--- config.mk ---
export PLATFORM = sky130hd
export DESIGN_NAME = scanline_rle_sprite_decoder_top
export DESIGN_NICKNAME = d
export VERILOG_FILES = /design/src/design/srle_pkg.sv /design/src/design/srle_decode.sv /design/src/design/srle_res_queue.sv /design/src/design/scanline_rle_sprite_decoder_top.sv
export SDC_FILE = /design/constraint.sdc
export NUM_CORES = 1
export LEC_CHECK = 0
export ABC_AREA = 0
export ABC_CLOCK_PERIOD_IN_PS = 22100
export BUFFER_PORTS_ARGS = -buffer_cell sky130_fd_sc_hd__buf_2
export CAP_MARGIN = 20
export CORE_UTILIZATION = 57
export CTS_CLUSTER_DIAMETER = 80
export DETAILED_ROUTE_END_ITERATION = 12
export GPL_TIMING_DRIVEN = 0
export PLACE_DENSITY = 0.74
export SLEW_MARGIN = 20
export SYNTH_ARGS = -nofsm -noshare
export SYNTH_HDL_FRONTEND = slang
export SYNTH_SLANG_ARGS = --single-unit
--- constraint.sdc ---
create_clock -name clk -period 22.1 [get_ports clk]
set_clock_uncertainty 0.05 [all_clocks]
set_input_delay 4.42 -clock clk [delete_from_list [all_inputs] [get_ports clk]]
set_output_delay 4.42 -clock clk [all_outputs]
set_load 0.02 [all_outputs]
--- src/design/srle_pkg.sv ---
// ----------------------------------------------------------------------------
// srle_pkg: shared types and constants of the scanline RLE sprite decoder
// Result word layout, register indexes, result kinds and queue sizing.
// ----------------------------------------------------------------------------
package srle_pkg;

  // configuration register indexes
  localparam logic [1:0] REG_FRAME_WIDTH  = 2'd0;
  localparam logic [1:0] REG_FRAME_HEIGHT = 2'd1;
  localparam logic [1:0] REG_STREAM_BYTES = 2'd2;

  // result kinds
  localparam logic [1:0] KIND_RUN   = 2'd0;
  localparam logic [1:0] KIND_DONE  = 2'd1;
  localparam logic [1:0] KIND_ERROR = 2'd2;

  // bytes of the per-row length prefix
  localparam logic [24:0] LEN_BYTES = 25'd2;

  // result queue: 8 entries, an item may push up to 3
  localparam int              QUEUE_AW        = 3;
  localparam int              QUEUE_CW        = 4;
  localparam logic [QUEUE_CW-1:0] QUEUE_ROOM_MAX = 4'd5;

  // out_tdata bit positions
  localparam int TD_PIX_LSB = 0;
  localparam int TD_COL_LSB = 29;

  typedef struct packed {
    logic [1:0]  kind;
    logic [7:0]  pixel_value;
    logic [10:0] run_length;
    logic [9:0]  row;
    logic [9:0]  column;
    logic        last;
  } result_t;

  typedef struct packed {
    logic [10:0] width;         // effective, clamped to the maximum
    logic [10:0] height;        // effective, clamped to the maximum
    logic [23:0] stream_bytes;
  } frame_cfg_t;

  typedef struct packed {
    logic [1:0]        count;   // 0..3 results from this word
    result_t [2:0]     res;     // packed in order, res[0] first
  } push_t;

endpackage

--- src/design/srle_decode.sv ---
// ----------------------------------------------------------------------------
// srle_decode: per-byte decode step
// Holds the stream parse state and turns one accepted word into up to three
// result words in a single pass.
// ----------------------------------------------------------------------------
module srle_decode (
  input  logic               clk,
  input  logic               rst_n,
  input  logic               acc,
  input  logic               mode,
  input  logic [7:0]         in_byte,
  input  srle_pkg::frame_cfg_t cfg,
  output srle_pkg::push_t    push
);
  import srle_pkg::*;

  typedef enum logic [1:0] {
    PH_LEN_LO    = 2'd0,
    PH_LEN_HI    = 2'd1,
    PH_PAYLOAD   = 2'd2,
    PH_RUN_COUNT = 2'd3
  } phase_t;

  phase_t      phase_r, phase_nxt;
  logic [23:0] bpos_r, bpos_nxt;
  logic [23:0] lend_r, lend_nxt;
  logic [7:0]  lenlo_r, lenlo_nxt;
  logic [10:0] col_r, col_nxt;
  logic [10:0] row_r, row_nxt;
  logic        fin_r, fin_nxt;

  logic [23:0] bpos_inc;
  logic [15:0] len16, len_adj;
  logic [24:0] row_stop;
  logic [10:0] room, take, left;
  logic        need_end, need_start;
  logic        a_vld, b_vld, c_vld;
  result_t     res_a, res_b, res_c;
  logic [1:0]  n;

  always_comb begin
    phase_nxt  = phase_r;
    bpos_nxt   = bpos_r;
    lend_nxt   = lend_r;
    lenlo_nxt  = lenlo_r;
    col_nxt    = col_r;
    row_nxt    = row_r;
    fin_nxt    = fin_r;
    need_end   = 1'b0;
    need_start = 1'b0;
    a_vld      = 1'b0;
    b_vld      = 1'b0;
    c_vld      = 1'b0;
    res_a      = '0;
    res_b      = '0;
    res_c      = '0;
    left       = '0;

    bpos_inc = bpos_r + 24'd1;
    len16    = {in_byte, lenlo_r};
    len_adj  = (len16 >= 16'd2) ? (len16 - 16'd2) : 16'd0;
    row_stop = {1'b0, bpos_inc} + {9'd0, len_adj};
    room     = (col_r < cfg.width) ? (cfg.width - col_r) : 11'd0;
    take     = ({3'd0, in_byte} < room) ? {3'd0, in_byte} : room;

    if (acc) begin
      if (!mode) begin
        // new frame
        phase_nxt  = PH_LEN_LO;
        bpos_nxt   = '0;
        lend_nxt   = '0;
        lenlo_nxt  = '0;
        col_nxt    = '0;
        row_nxt    = '0;
        fin_nxt    = 1'b0;
        need_start = 1'b1;
      end else if (!fin_r) begin
        bpos_nxt = bpos_inc;
        case (phase_r)
          PH_LEN_LO: begin
            lenlo_nxt = in_byte;
            phase_nxt = PH_LEN_HI;
          end
          PH_LEN_HI: begin
            if (row_stop > {1'b0, cfg.stream_bytes}) begin
              fin_nxt     = 1'b1;
              c_vld       = 1'b1;
              res_c.kind  = KIND_ERROR;
              res_c.row   = row_r[9:0];
            end else begin
              lend_nxt  = row_stop[23:0];
              phase_nxt = PH_PAYLOAD;
              need_end  = (bpos_inc >= row_stop[23:0]);
            end
          end
          PH_PAYLOAD: begin
            if (col_r < cfg.width) begin
              if (in_byte != 8'd0) begin
                a_vld             = 1'b1;
                res_a.kind        = KIND_RUN;
                res_a.pixel_value = in_byte;
                res_a.run_length  = 11'd1;
                res_a.row         = row_r[9:0];
                res_a.column      = col_r[9:0];
                col_nxt           = col_r + 11'd1;
              end else if (bpos_inc < lend_r) begin
                phase_nxt = PH_RUN_COUNT;
              end
            end
            need_end = (bpos_inc >= lend_r);
          end
          default: begin
            // count byte of a transparent run
            if (take != 11'd0) begin
              a_vld            = 1'b1;
              res_a.kind       = KIND_RUN;
              res_a.run_length = take;
              res_a.row        = row_r[9:0];
              res_a.column     = col_r[9:0];
            end
            col_nxt   = col_r + take;
            phase_nxt = PH_PAYLOAD;
            need_end  = (bpos_inc >= lend_r);
          end
        endcase
      end
    end

    // end of row: fill the rest with transparent pixels
    if (need_end) begin
      if (col_nxt < cfg.width) begin
        b_vld            = 1'b1;
        res_b.kind       = KIND_RUN;
        res_b.run_length = cfg.width - col_nxt;
        res_b.row        = row_r[9:0];
        res_b.column     = col_nxt[9:0];
      end
      row_nxt    = row_r + 11'd1;
      col_nxt    = '0;
      need_start = 1'b1;
    end

    // start of row: frame done when rows or bytes run out
    if (need_start) begin
      phase_nxt = PH_LEN_LO;
      if ((row_nxt >= cfg.height) ||
          (({1'b0, bpos_nxt} + LEN_BYTES) > {1'b0, cfg.stream_bytes})) begin
        fin_nxt          = 1'b1;
        c_vld            = 1'b1;
        left             = (cfg.height > row_nxt) ? (cfg.height - row_nxt) : 11'd0;
        res_c.kind       = KIND_DONE;
        res_c.run_length = left;
        res_c.row        = (left != 11'd0) ? row_nxt[9:0] : 10'd0;
      end
    end

    // pack results in order, tag the final one
    push.res = '0;
    n        = 2'd0;
    if (a_vld) begin
      push.res[n] = res_a;
      n = n + 2'd1;
    end
    if (b_vld) begin
      push.res[n] = res_b;
      n = n + 2'd1;
    end
    if (c_vld) begin
      push.res[n] = res_c;
      n = n + 2'd1;
    end
    if (n != 2'd0) begin
      push.res[n - 2'd1].last = 1'b1;
    end
    push.count = n;
  end

  always_ff @(posedge clk) begin
    if (!rst_n) begin
      phase_r <= PH_LEN_LO;
      bpos_r  <= '0;
      lend_r  <= '0;
      lenlo_r <= '0;
      col_r   <= '0;
      row_r   <= '0;
      fin_r   <= 1'b1;
    end else begin
      phase_r <= phase_nxt;
      bpos_r  <= bpos_nxt;
      lend_r  <= lend_nxt;
      lenlo_r <= lenlo_nxt;
      col_r   <= col_nxt;
      row_r   <= row_nxt;
      fin_r   <= fin_nxt;
    end
  end

endmodule

--- src/design/srle_res_queue.sv ---
// ----------------------------------------------------------------------------
// srle_res_queue: result word queue
// Takes up to three result words per cycle, hands out one per cycle while popped.
// ----------------------------------------------------------------------------
module srle_res_queue (
  input  logic              clk,
  input  logic              rst_n,
  input  srle_pkg::push_t   push,
  input  logic              pop,
  output logic              room,
  output logic              not_empty,
  output srle_pkg::result_t head
);
  import srle_pkg::*;

  result_t               mem [2**QUEUE_AW];
  logic [QUEUE_AW-1:0]   wr_ptr_r, rd_ptr_r;
  logic [QUEUE_CW-1:0]   cnt_r;

  assign room      = (cnt_r <= QUEUE_ROOM_MAX);
  assign not_empty = (cnt_r != '0);
  assign head      = mem[rd_ptr_r];

  always_ff @(posedge clk) begin
    for (int i = 0; i < 3; i++) begin
      if (2'(i) < push.count) begin
        mem[wr_ptr_r + QUEUE_AW'(i)] <= push.res[i];
      end
    end
  end

  always_ff @(posedge clk) begin
    if (!rst_n) begin
      wr_ptr_r <= '0;
      rd_ptr_r <= '0;
      cnt_r    <= '0;
    end else begin
      wr_ptr_r <= wr_ptr_r + QUEUE_AW'(push.count);
      rd_ptr_r <= rd_ptr_r + QUEUE_AW'(pop);
      cnt_r    <= cnt_r + QUEUE_CW'(push.count) - QUEUE_CW'(pop);
    end
  end

endmodule

--- src/design/scanline_rle_sprite_decoder_top.sv ---
// ----------------------------------------------------------------------------
// scanline_rle_sprite_decoder_top: per-row zero-run RLE sprite decoder
// Takes one compressed byte per word and emits pixel runs, frame done and
// error words.
// ----------------------------------------------------------------------------
// Throughput: one input word per cycle while in_tready is high; result words leave
// one per cycle while out_tready is high. Results are registered in the result queue.
// A word makes 0 to 3 results; in_tready drops while the 8-entry result
//   queue has fewer than 3 free slots, so sustained rate is set by its drain.
// Reset (rst_n low, synchronous): queue empty, decoder idle until a start
//   word, registers back to width 1, height 1, stream size 0.
// ----------------------------------------------------------------------------
module scanline_rle_sprite_decoder_top #(
  parameter int MAX_WIDTH  = 1024,
  parameter int MAX_HEIGHT = 1024
) (
  input  logic        clk,
  input  logic        rst_n,
  // input stream
  input  logic        in_tvalid,
  output logic        in_tready,
  input  logic [7:0]  in_tdata,   // [7:0] data_byte
  input  logic [0:0]  in_tuser,   // [0] mode: 0 start frame, 1 data byte
  // result stream
  output logic        out_tvalid,
  input  logic        out_tready,
  output logic [39:0] out_tdata,  // [7:0] pixel_value, [18:8] run_length,
                                  // [28:19] row, [38:29] column, [39] zero
  output logic [1:0]  out_tuser,  // [1:0] kind
  output logic        out_tlast,
  // configuration writes
  input  logic        cfg_we,
  input  logic [1:0]  cfg_addr,
  input  logic [23:0] cfg_wdata
);
  import srle_pkg::*;

  // clamp limits, widened to 17 bits for the compare with the 11-bit registers
  localparam logic [16:0] MaxW = 17'(MAX_WIDTH);
  localparam logic [16:0] MaxH = 17'(MAX_HEIGHT);

  logic [10:0] frame_width_r;
  logic [10:0] frame_height_r;
  logic [23:0] stream_bytes_r;

  frame_cfg_t  cfg;
  push_t       push;
  result_t     head;
  logic        acc, pop, room, not_empty;

  // Config registers: written whenever cfg_we is high, read live by the decoder.
  always_ff @(posedge clk) begin
    if (!rst_n) begin
      frame_width_r  <= 11'd1;
      frame_height_r <= 11'd1;
      stream_bytes_r <= '0;
    end else if (cfg_we) begin
      case (cfg_addr)
        REG_FRAME_WIDTH:  frame_width_r  <= cfg_wdata[10:0];
        REG_FRAME_HEIGHT: frame_height_r <= cfg_wdata[10:0];
        REG_STREAM_BYTES: stream_bytes_r <= cfg_wdata;
        default: ;
      endcase
    end
  end

  // effective frame size, clamped to the build-time maximum
  assign cfg.width  = ({6'd0, frame_width_r} < MaxW) ? frame_width_r : MaxW[10:0];
  assign cfg.height = ({6'd0, frame_height_r} < MaxH) ? frame_height_r : MaxH[10:0];
  assign cfg.stream_bytes = stream_bytes_r;

  // accept only with room for the worst case of three results
  assign in_tready = rst_n & room;
  assign acc       = in_tvalid & in_tready;
  assign pop       = out_tvalid & out_tready;

  srle_decode u_decode (
    .clk     (clk),
    .rst_n   (rst_n),
    .acc     (acc),
    .mode    (in_tuser[0]),
    .in_byte (in_tdata),
    .cfg     (cfg),
    .push    (push)
  );

  srle_res_queue u_queue (
    .clk       (clk),
    .rst_n     (rst_n),
    .push      (push),
    .pop       (pop),
    .room      (room),
    .not_empty (not_empty),
    .head      (head)
  );

  assign out_tvalid = not_empty;
  assign out_tdata  = {1'b0, head.column, head.row, head.run_length, head.pixel_value};
  assign out_tuser  = head.kind;
  assign out_tlast  = head.last;

endmodule

==> flow_summary.json <==
{
  "outcome": "finished, final reports clean",
  "hold_violations": 0,
  "p_seq_share_pct": 39.1,
  "crit_start": "in_tdata[1]",
  "slew_headroom_pct": 19.4,
  "min_period_ns": 19.05,
  "yosys.area.top_type_share_pct": 30.7,
  "synth_edf_count": 336,
  "rsz0062_at_grt": "no",
  "vias": 30584,
  "setup_viol": 0,
  "finalWeightedCongestion": 1.04,
  "cpPeakStageDelay_ns": 0.78,
  "nets": 3928,
  "cts-htree-levels": 2,
  "whs_ns": 0.405,
  "ys_seq_area_share_pct": 39.1,
  "syn_area_per_cell_sq_um": 9.27,
  "maxSlewViolCount": 0,
  "cpLargestDelayFamily": "compound AO/OA/AOI/OAI gates",
  "wl_per_cell_um": 26.2,
  "crit_type": "input pin to register",
  "worstPathMaxFanout": 15,
  "powerDensity_nw_per_um2": 67.1,
  "fp.coreArea_sq_um": 56700,
  "path_clk_slew_ns": 0.06,
  "io_pins": 85,
  "synth_cell_types": 118,
  "cap_violations": 0,
  "wl_um": 118000,
  "drt-pass1-iter-count": 9,
  "cts_max_path_buffers": 3,
  "cp.depth": 49,
  "postLayoutCellArea_sq_um": 36700,
  "finish.utilization_pct": 64.6,
  "fin_cells": 4502,
  "r2r-end": "u_queue.mem[7][33]$_SDFFCE_PP0P_",
  "p_sw_mw": 0.734,
  "crit_path_frequent_cell": "clkbuf_1",
  "first_iter_violations": 4492,
  "synth_top_area_cell": "edfxtp_1",
  "start_util_pct": 57.9,
  "rows": 87,
  "ir_worst_vdd_v": 0.0000714,
  "post_cts_buffers": 0,
  "tns_ns": 0,
  "grt_usage_pct": 39.3,
  "hpwl_um": 86900,
  "async_flop_share_pct": 0,
  "p_leak_nw": 13.7,
  "synthCells": 3546,
  "post-route-period-util_pct": 86.2,
  "timing.fmax_mhz": 52.5,
  "die_area_sq_um": 58600,
  "cp_slowest_cell": "nor2_2",
  "antenna_found_initial": 1,
  "cts_tree": "yes",
  "yosys_warnings": 0,
  "p_int_mw": 1.73,
  "drc": 0,
  "antenna_left": 0,
  "ctsResizeCount": 0,
  "cts.sinks": 473,
  "yosys-top-cells-area": "edfxtp_1 (31%), dfxtp_1 (8.3%), ha_1 (6.8%)",
  "fillers": 4611,
  "placed_area_sq_um": 34800,
  "layout-drive-gt1-share_pct": 12.9,
  "numCtsBuffers": 53,
  "yosys_most_used_dff": "edfxtp_1",
  "switching_share_pct": 29.8,
  "cp.arrival_ns": 19.32,
  "endpoint": "u_queue.mem[7][33]$_SDFFCE_PP0P_",
  "vias_per_cell": 6.79,
  "area_growth_pct": 11.5,
  "grt_pass1_vias": 28024,
  "rr_worst_depth": 44,
  "crit_required_ns": 22.37,
  "power_frac_clock_pct": 38.8,
  "ys_ff_latch": 473,
  "endpoint_kind": "register",
  "overflow": 0,
  "hold_buffers": 0,
  "clk_latency_ns": 0.64,
  "grt_pass1_wl_um": 175000,
  "die_w_um": 242,
  "port_buffers": 80,
  "syn_area_sq_um": 32900,
  "dpl.cell_count": 4403,
  "regToRegSetupSlack_ns": 7.32,
  "power_frac_comb_pct": 22.0,
  "diodes": 0,
  "startpoint_type": "input pin",
  "cts_root_buffer": "clkbuf_16",
  "max_slew.worst_pin.slew_ns": 1.21,
  "critPathBufInv": 10,
  "die_height_um": 242,
  "reg2reg_from": "u_decode.lenlo_r[3]$_SDFFE_PN0P_",
  "grt_max_degree": 17,
  "hp-class": "register to register"
}
## routing by layer
metal / wire, um / global-route usage [%]
met1: 43900 / 51.8
met2: 50600 / 59.3
met3: 15500 / 9.76
met4: 7970 / 22.2
met5: 0 / 0
## sequential cells by signal, summed over array words and instances (netlist names)
| name | cells |
|---|---|
| u_decode.col_r | 11 |
| stream_bytes_r | 24 |
| u_queue.mem | 336 |
| u_decode.lend_r | 24 |
| u_decode.bpos_r | 24 |
| frame_width_r | 11 |
| u_decode.fin_r | 1 |
| u_queue.wr_ptr_r | 3 |
| u_decode.row_r | 11 |
| u_queue.rd_ptr_r | 3 |
| frame_height_r | 11 |
| u_queue.cnt_r | 4 |
| u_decode.phase_r | 2 |
| u_decode.lenlo_r | 8 |
## through the flow
step / setup slack [ns] / power (mW)
after floorplan: 4.17 / 1.35
after global placement: -3.06 / 1.50
after detailed placement: 2.91 / 1.51
after CTS: 3.49 / 2.45
after global routing: 2.41 / 2.52
final: 3.05 / 2.46
## worst min-delay path by stage
stage	from	end	cells past startpoint
finish	stream_bytes_r[9]$_SDFFE_PN0P_	stream_bytes_r[9]$_SDFFE_PN0P_	2
global route	stream_bytes_r[9]$_SDFFE_PN0P_	stream_bytes_r[9]$_SDFFE_PN0P_	2
CTS	stream_bytes_r[10]$_SDFFE_PN0P_	stream_bytes_r[10]$_SDFFE_PN0P_	2
detailed placement	stream_bytes_r[10]$_SDFFE_PN0P_	stream_bytes_r[10]$_SDFFE_PN0P_	2
global placement	stream_bytes_r[10]$_SDFFE_PN0P_	stream_bytes_r[10]$_SDFFE_PN0P_	2
floorplan	u_decode.lenlo_r[0]$_SDFFE_PN0P_	u_decode.lenlo_r[0]$_SDFFE_PN0P_	2
## area by class of cell
| cell class | instances | area [sq um] | area share (%) |
|---|---|---|---|
| Buffer | 235 | 1020 | 2.79 |
| Clock inverter | 39 | 464 | 1.27 |
| Inverter | 145 | 544 | 1.48 |
| Tap cell | 756 | 946 | 2.58 |
| Clock buffer | 60 | 1380 | 3.78 |
| Multi-Input combinational cell | 2695 | 18600 | 50.7 |
| Sequential cell | 473 | 12800 | 35.0 |
| Timing Repair Buffer | 99 | 891 | 2.43 |
## logic make-up after synthesis
logic type | after synthesis | synth area share (%)
compound gates | 942 | 19.1
xor+xnor | 105 | 2.91
fa+ha+maj | 186 | 7.24
buf+inv | 380 | 4.75
flops | 473 | 39.1
mux | 198 | 9.44
other cells | 1 | 0.0114
simple gates | 1261 | 17.5
## cell usage after synthesis, types with 27 or more instances
master / count
a211oi_1: 73
a21o_1: 56
a21oi_1: 244
a22oi_1: 40
a31oi_1: 29
and2_1: 27
buf_2: 48
clkbuf_1: 155
dfxtp_1: 137
edfxtp_1: 336
ha_1: 179
inv_1: 139
mux2_2: 54
mux2i_1: 60
mux4_2: 84
nand2_1: 354
nand3_1: 82
nand4_1: 51
nor2_1: 489
nor2b_1: 37
nor3_1: 89
o21ai_0: 166
o22ai_1: 86
xnor2_1: 62
xor2_1: 40
## power by group through the flow
| stage | sequential, mW | clock [mW] | combinational (mW) |
|---|---|---|---|
| after floorplan | 0.978 | 0 | 0.375 |
| after global placement | 0.982 | 0 | 0.523 |
| after detailed placement | 0.981 | 0 | 0.533 |
| after CTS | 0.962 | 0.950 | 0.535 |
| after global routing | 0.963 | 0.981 | 0.576 |
| final | 0.962 | 0.954 | 0.542 |
## worst register-to-register path, delay by kind of cell (launching register included)
family,cells,cell delay (ns)
adders and majority gates,3,1.04
DFF,1,0.36
xor gates and xnor gates,1,0.31
and+or+nand+nor,14,4.39
buffers and inverters,6,2.11
AOI/OAI and AO/OA,20,6.20
## cells in the final DEF, fill, tap and decap left out, drive strengths merged, types with 37 or more instances in the layout
master and instances:
inv 146, nor2b 37, a21oi 260, nor2 492, a22oi 40, mux2 54
nor3 91, buf 176, a211oi 78, xor2 40, mux2i 60, dfxtp 137
nand4 55, ha 179, edfxtp 336, nand2 354, nand3 85, o21ai 191
o22ai 88, clkbuf 218, a21o 56, mux4 84, xnor2 63
Power figures use the tool's default switching activity.
